===== src/design/ray_sphere_hitbox_nearest_top_defines.svh =====
// Assertion macros shared by the hitbox ray test block.
// No dependencies; included by modules that carry concurrent checks.
`ifndef RAY_SPHERE_HITBOX_NEAREST_TOP_DEFINES_SVH
`define RAY_SPHERE_HITBOX_NEAREST_TOP_DEFINES_SVH

// Check that antecedent implies consequent in the same cycle, outside reset.
`define RSH_ASSERT_IMP(label, clk, rstn, ante, cons, msg) \
    label: assert property (@(posedge clk) disable iff (!rstn) (ante) |-> (cons)) \
        else $error(msg);

// Check that antecedent implies consequent in the next cycle, outside reset.
`define RSH_ASSERT_NEXT(label, clk, rstn, ante, cons, msg) \
    label: assert property (@(posedge clk) disable iff (!rstn) (ante) |=> (cons)) \
        else $error(msg);

`endif


===== src/design/rsh_pkg.sv =====
// Shared types and constants for the hitbox ray test block.
// No dependencies.
package rsh_pkg;

    // Register indexes on the configuration port
    localparam logic [2:0] REG_RADIUS_BOUND  = 3'd0;
    localparam logic [2:0] REG_CENTER_LIFT   = 3'd1;
    localparam logic [2:0] REG_RADIUS_HEAD   = 3'd2;
    localparam logic [2:0] REG_RADIUS_MID    = 3'd3;
    localparam logic [2:0] REG_RADIUS_SMALL  = 3'd4;
    localparam logic [2:0] REG_MISS_DISTANCE = 3'd5;

    localparam int SQRT_BITS = 36;

    typedef enum logic [3:0] {
        ST_IDLE,
        ST_MUL,
        ST_TEST,
        ST_BQ,
        ST_BQCMP,
        ST_SQRT,
        ST_UPDATE,
        ST_OUT
    } state_t;

    // Controller to datapath
    typedef struct packed {
        logic       load;       // capture item operands
        logic       mul_clear;  // clear accumulators, reset product counter
        logic       mul_step;   // run one product
        logic       bq_step;    // square truncated |b|
        logic       sqrt_init;
        logic       sqrt_step;
        logic       restart;    // slot zero update
        logic       part_upd;   // part hit update
        logic       out_load;   // latch verdict into output
    } cmd_t;

    // Datapath to controller
    typedef struct packed {
        logic       mul_done;
        logic       origin_in;  // |m|^2 <= r^2
        logic       behind;     // pos > neg
        logic       bq_hit;
        logic       sqrt_done;
        logic       is_bound;
        logic       is_last;
        logic       bound_hit;  // stored bound flag
    } status_t;

endpackage


===== src/design/rsh_ctrl.sv =====
// Controller state machine sequencing one sphere test.
// Depends on rsh_pkg and the shared assertion macros.
`include "ray_sphere_hitbox_nearest_top_defines.svh"
module rsh_ctrl #(
    parameter int PART_COUNT = 16
) (
    input  logic             aclk,
    input  logic             aresetn,
    input  logic             s_valid,
    output logic             s_ready,
    input  logic [4:0]       sphere_slot,
    output logic             m_valid,
    input  logic             m_ready,
    output rsh_pkg::cmd_t    cmd,
    input  rsh_pkg::status_t sts
);
    import rsh_pkg::*;

    state_t state_reg, state_next;
    logic   mv_reg, mv_next;
    logic   accept, in_range;

    assign in_range = 7'(sphere_slot) <= 7'(PART_COUNT);
    assign accept   = s_valid & s_ready;
    // output register may still hold a result while idle
    assign s_ready  = state_reg == ST_IDLE;
    assign m_valid  = mv_reg;

    // Next state
    always_comb begin
        state_next = state_reg;
        unique case (state_reg)
            ST_IDLE:   if (accept && in_range) state_next = ST_MUL;
            ST_MUL:    if (sts.mul_done) state_next = ST_TEST;
            ST_TEST: begin
                if (!sts.is_bound && !sts.bound_hit) state_next = sts.is_last ? ST_OUT : ST_IDLE;
                else if (sts.origin_in) state_next = sts.is_bound ? ST_UPDATE : ST_SQRT;
                else if (sts.behind) state_next = sts.is_bound ? ST_UPDATE
                                                 : (sts.is_last ? ST_OUT : ST_IDLE);
                else state_next = ST_BQ;
            end
            ST_BQ:     state_next = ST_BQCMP;
            ST_BQCMP: begin
                if (sts.is_bound || sts.bq_hit) state_next = sts.is_bound ? ST_UPDATE : ST_SQRT;
                else state_next = sts.is_last ? ST_OUT : ST_IDLE;
            end
            ST_SQRT:   if (sts.sqrt_done) state_next = ST_UPDATE;
            ST_UPDATE: state_next = sts.is_last ? ST_OUT : ST_IDLE;
            ST_OUT:    if (!mv_reg || m_ready) state_next = ST_IDLE;
            default:   state_next = ST_IDLE;
        endcase
    end

    // Outputs
    always_comb begin
        cmd = '0;
        cmd.load = accept;
        unique case (state_reg)
            ST_IDLE:   cmd.mul_clear = 1'b1;
            ST_MUL:    cmd.mul_step  = 1'b1;
            ST_TEST:   cmd.sqrt_init = 1'b1;
            ST_BQ:     cmd.bq_step   = 1'b1;
            ST_BQCMP:  cmd.sqrt_init = 1'b1;
            ST_SQRT:   cmd.sqrt_step = 1'b1;
            ST_UPDATE: begin
                cmd.restart  = sts.is_bound;
                cmd.part_upd = !sts.is_bound;
            end
            ST_OUT:    cmd.out_load = !mv_reg || m_ready;
            default:   cmd = '0;
        endcase
    end

    // Result valid: set on load, drop on transfer
    always_comb begin
        mv_next = mv_reg;
        if (mv_reg && m_ready) mv_next = 1'b0;
        if (cmd.out_load) mv_next = 1'b1;
    end

    always_ff @(posedge aclk) begin
        if (!aresetn) begin
            state_reg <= ST_IDLE;
            mv_reg    <= 1'b0;
        end else begin
            state_reg <= state_next;
            mv_reg    <= mv_next;
        end
    end

    `RSH_ASSERT_IMP(a_load_idle, aclk, aresetn, cmd.load, state_reg == ST_IDLE, "load outside idle")
    `RSH_ASSERT_NEXT(a_out_valid, aclk, aresetn, cmd.out_load, m_valid, "result not shown")
    `RSH_ASSERT_IMP(a_no_overwrite, aclk, aresetn, cmd.out_load && m_valid, m_ready, "result overwritten")
    `RSH_ASSERT_IMP(a_upd_excl, aclk, aresetn, cmd.restart, !cmd.part_upd, "restart and part update")

endmodule


===== config.mk =====
export PLATFORM = sky130hd
export DESIGN_NAME = rsh_ctrl
export DESIGN_NICKNAME = d
export VERILOG_FILES = /design/src/design/rsh_pkg.sv /design/src/design/rsh_ctrl.sv
export VERILOG_INCLUDE_DIRS = /design/src /design/src/design
export SDC_FILE = /design/constraint.sdc
export NUM_CORES = 1
export LEC_CHECK = 0
export ABC_AREA = 1
export BUFFER_PORTS_ARGS = -buffer_cell sky130_fd_sc_hd__buf_4
export CORE_AREA = 2 2 39 41
export DETAILED_ROUTE_END_ITERATION = 8
export DIE_AREA = 0 0 41 43
export GPL_TIMING_DRIVEN = 1
export HOLD_SLACK_MARGIN = 0.08
export PLACE_DENSITY = 0.7
export SLEW_MARGIN = 20
export SYNTH_ARGS = -nofsm -noshare
export SYNTH_HDL_FRONTEND = slang
export SYNTH_SLANG_ARGS = --single-unit
export TNS_END_PERCENT = 100

===== constraint.sdc =====
create_clock -name aclk -period 1.1 [get_ports aclk]
set_input_delay 0.33 -clock aclk [delete_from_list [all_inputs] [get_ports aclk]]
set_output_delay 0.33 -clock aclk [all_outputs]
set_load 0.005 [all_outputs]

==> flow_metrics.py <==
metrics = {
    "synth": {
        "synth_nets": 105,
        "syn_area_per_cell_sq_um": 5.12,
        "synth_adder_area_share": 0,
        "ys_types": 14,
        "netlist_area_sq_um": 450,
        "muxShareOfSynthArea": 0,
        "synth_top_area_frac": 0.178,
        "seq_area_frac_synth": 0.178,
        "synthCells": 88,
        "synth_xor_area_frac": 0,
        "ys_ff_latch": 4,
        "yosys_warnings": 0,
        "synth_top_area_cell": "dfxtp_1",
        "netlist_top_cells_area": "dfxtp_1 18%, nand2_1 18%, nor2_1 14%",
        "synth-compound-area-share": 0.133,
        "synthSimpleGateAreaFrac": 0.514,
        "synth_top_family_by_area": "simple AND/OR/NAND/NOR gates",
    },
    "final_layout": {
        "n_fill_cell": 141,
        "largest_reg_flops": 3,
        "final_common_cell": "buf_4",
        "seq_area_sq_um": 91.3,
        "multi_input_area_sq_um": 330,
        "drive_above_1_share": 0.468,
        "final_cell_mix": "31 x buf_4, 18 x nand2_1, 15 x nor2_1, 13 x inv_1, 7 x nand3_1",
        "fin_area_sq_um": 806,
        "finalCoreUtilization": 0.582,
        "fin_nets": 143,
        "area_delta_synth_final_pct": 78.9,
        "diodes": 0,
    },
    "placement": {
        "dp_slack_ps": -164,
        "place_hpwl_um": 1020,
        "place_area_sq_um": 683,
        "portBuffers": 27,
        "place.gp.congestion": 0.823,
    },
    "timing": {
        "worst_slew_pin_slew_ps": 269,
        "setup_tns_ps": -2770,
        "fin_crit_ps": 1370,
        "finalHoldViolCount": 0,
        "worst_slack_ps": -265,
        "skew_ps": 5.43,
        "max_freq_ghz": 0.732,
        "fin_crit_sh": 1.24,
        "slew_viol_final": 0,
        "setup_viol": 13,
        "rsz0062_at_grt": "yes",
        "maxSlewHeadroom": 0.821,
    },
    "clocking": {
        "cts_buffers": 3,
        "htree_levels": 1,
        "clk_latency_ps": 240,
        "clock-sinks": 4,
        "root_buffer": "clkbuf_4",
        "cts_buffer_depth": 2,
        "path_clk_slew_ps": 40,
        "cts_tree": "built",
    },
    "global_routing": {
        "antenna_found_initial": 0,
        "grtUsageMet1": 0.244,
        "grt-ovfl-total": 0,
        "grt_pass1_wl_um": 2340,
        "use_met2": 0.284,
        "grt_max_degree": 8,
        "grt_pass1_vias": 618,
        "use_met3": 0.0366,
        "grt_use_total": 0.186,
        "grt_busiest_layer": "met2",
    },
    "routing": {
        "drt-initial-drc-count": 18,
        "vias": 680,
        "wire_per_inst_um": 10.2,
        "detail-route-antenna-nets": 0,
        "drt-total-wl_um": 1430,
        "first_pass_iters": 4,
        "route.detailed.drc": 0,
        "post_drt_via_cell_ratio": 4.86,
    },
    "floorplanning": {
        "dieWidth_um": 41,
        "core_area_sq_mm": 0.00138,
        "start_util": 0.325,
        "die_area_sq_mm": 0.00176,
        "fp.dieH_um": 43,
        "ios": 28,
        "rows": 14,
    },
    "job": {
        "max_cap_viol_count": 0,
    },
    "worst_setup_path": {
        "cp-start-kind": "flip-flop",
        "worstSetupPathType": "flip-flop to primary output",
        "end_kind": "primary output",
        "r2r_end": "state_reg[1]$_SDFFE_PN0P_",
        "r2r_slack_ps": -200,
        "worstPathArrival_ps": 1040,
        "critPathMaxFanout": 7,
        "startpoint": "state_reg[1]$_SDFFE_PN0P_",
        "reg2regPathDepth": 9,
        "r2r-start": "state_reg[1]$_SDFFE_PN0P_",
        "critPathRequiredTime_ps": 770,
        "endpoint": "cmd[8]",
    },
    "pwr": {
        "total_power_mw": 0.782,
        "ir_drop_mv": 0.418,
        "powerDensity_mw_per_mm2": 970,
        "leakage_nw": 0.433,
    },
    "outcome": {
        "violations": "negative setup slack",
        "status": "finished with violations",
    },
    "worst_hold_path": {
        "hold_path_class": "primary input to flip-flop",
    },
}
-- area by class of cell --
type | count | area share
well taps | 16 | 0.0248
flip-flops and latches | 4 | 0.113
clock buffers | 3 | 0.0280
repair buffers | 35 | 0.345
inverters | 17 | 0.0792
multi-input cells | 65 | 0.410
-- timing repair --
| action | CTS | global route |
|---|---|---|
| gates resized for setup | 18 | 2 |
| setup endpoints to repair | 13 | 13 |
| hold buffers | 0 | 0 |
| pin swaps | 5 | 4 |
| setup buffers | 2 | 3 |
-- report_power, final --
part	internal, mW	switching [mW]
Sequential	0.163	0.0387
Combinational	0.206	0.184
Clock	0.123	0.0673
Total	0.492	0.290
-- cell usage after synthesis --
cell type,number
nand3_2,1
nand2_2,1
nand3_1,7
inv_1,14
nor2_1,17
o21ai_0,4
nand2_1,21
buf_4,2
nand4_1,1
inv_2,3
a21oi_1,8
or2_1,2
dfxtp_1,4
nor2_2,3
-- metrics by stage --
stage / std cells / hold WS (ps)
after global placement: 132 / 493
after floorplan: 88 / 493
after CTS: 137 / 377
final: 140 / 404
after global routing: 140 / 420
after detailed placement: 132 / 500
-- routing by layer --
metal | share of wire | vias up
li1 | - | 343
met2 | 0.51 | 22
met5 | 0 | -
met3 | 0.059 | 2
met1 | 0.42 | 313
met4 | 0.0049 | 0
-- worst max-delay path, stage by stage, from the launching register on --
cell and delay (ps):
dfxtp_4 370, nor2_4 130, nand2_2 90, nor2_1 90, buf_4 110
-- worst min path at each step --
stage	end	startpoint	cells past startpoint
6_report	m_valid$_SDFFE_PN0P_	m_ready	4
5_1_grt	state_reg[0]$_SDFFE_PN0P_	aresetn	3
4_1_cts	m_valid$_SDFFE_PN0P_	m_ready	4
3_5_place_dp	m_valid$_SDFFE_PN0P_	m_valid$_SDFFE_PN0P_	2
3_3_place_gp	m_valid$_SDFFE_PN0P_	m_valid$_SDFFE_PN0P_	2
2_1_floorplan	state_reg[0]$_SDFFE_PN0P_	aresetn	2
-- cells by family (layout without fill, tap and decap cells) --
group | after synthesis | count (layout)
AO/OA/AOI/OAI | 12 | 12
buffers and inverters | 19 | 55
flip-flops | 4 | 4
AND/OR/NAND/NOR | 53 | 53
No activity file was read; power rests on OpenSTA's default activity.
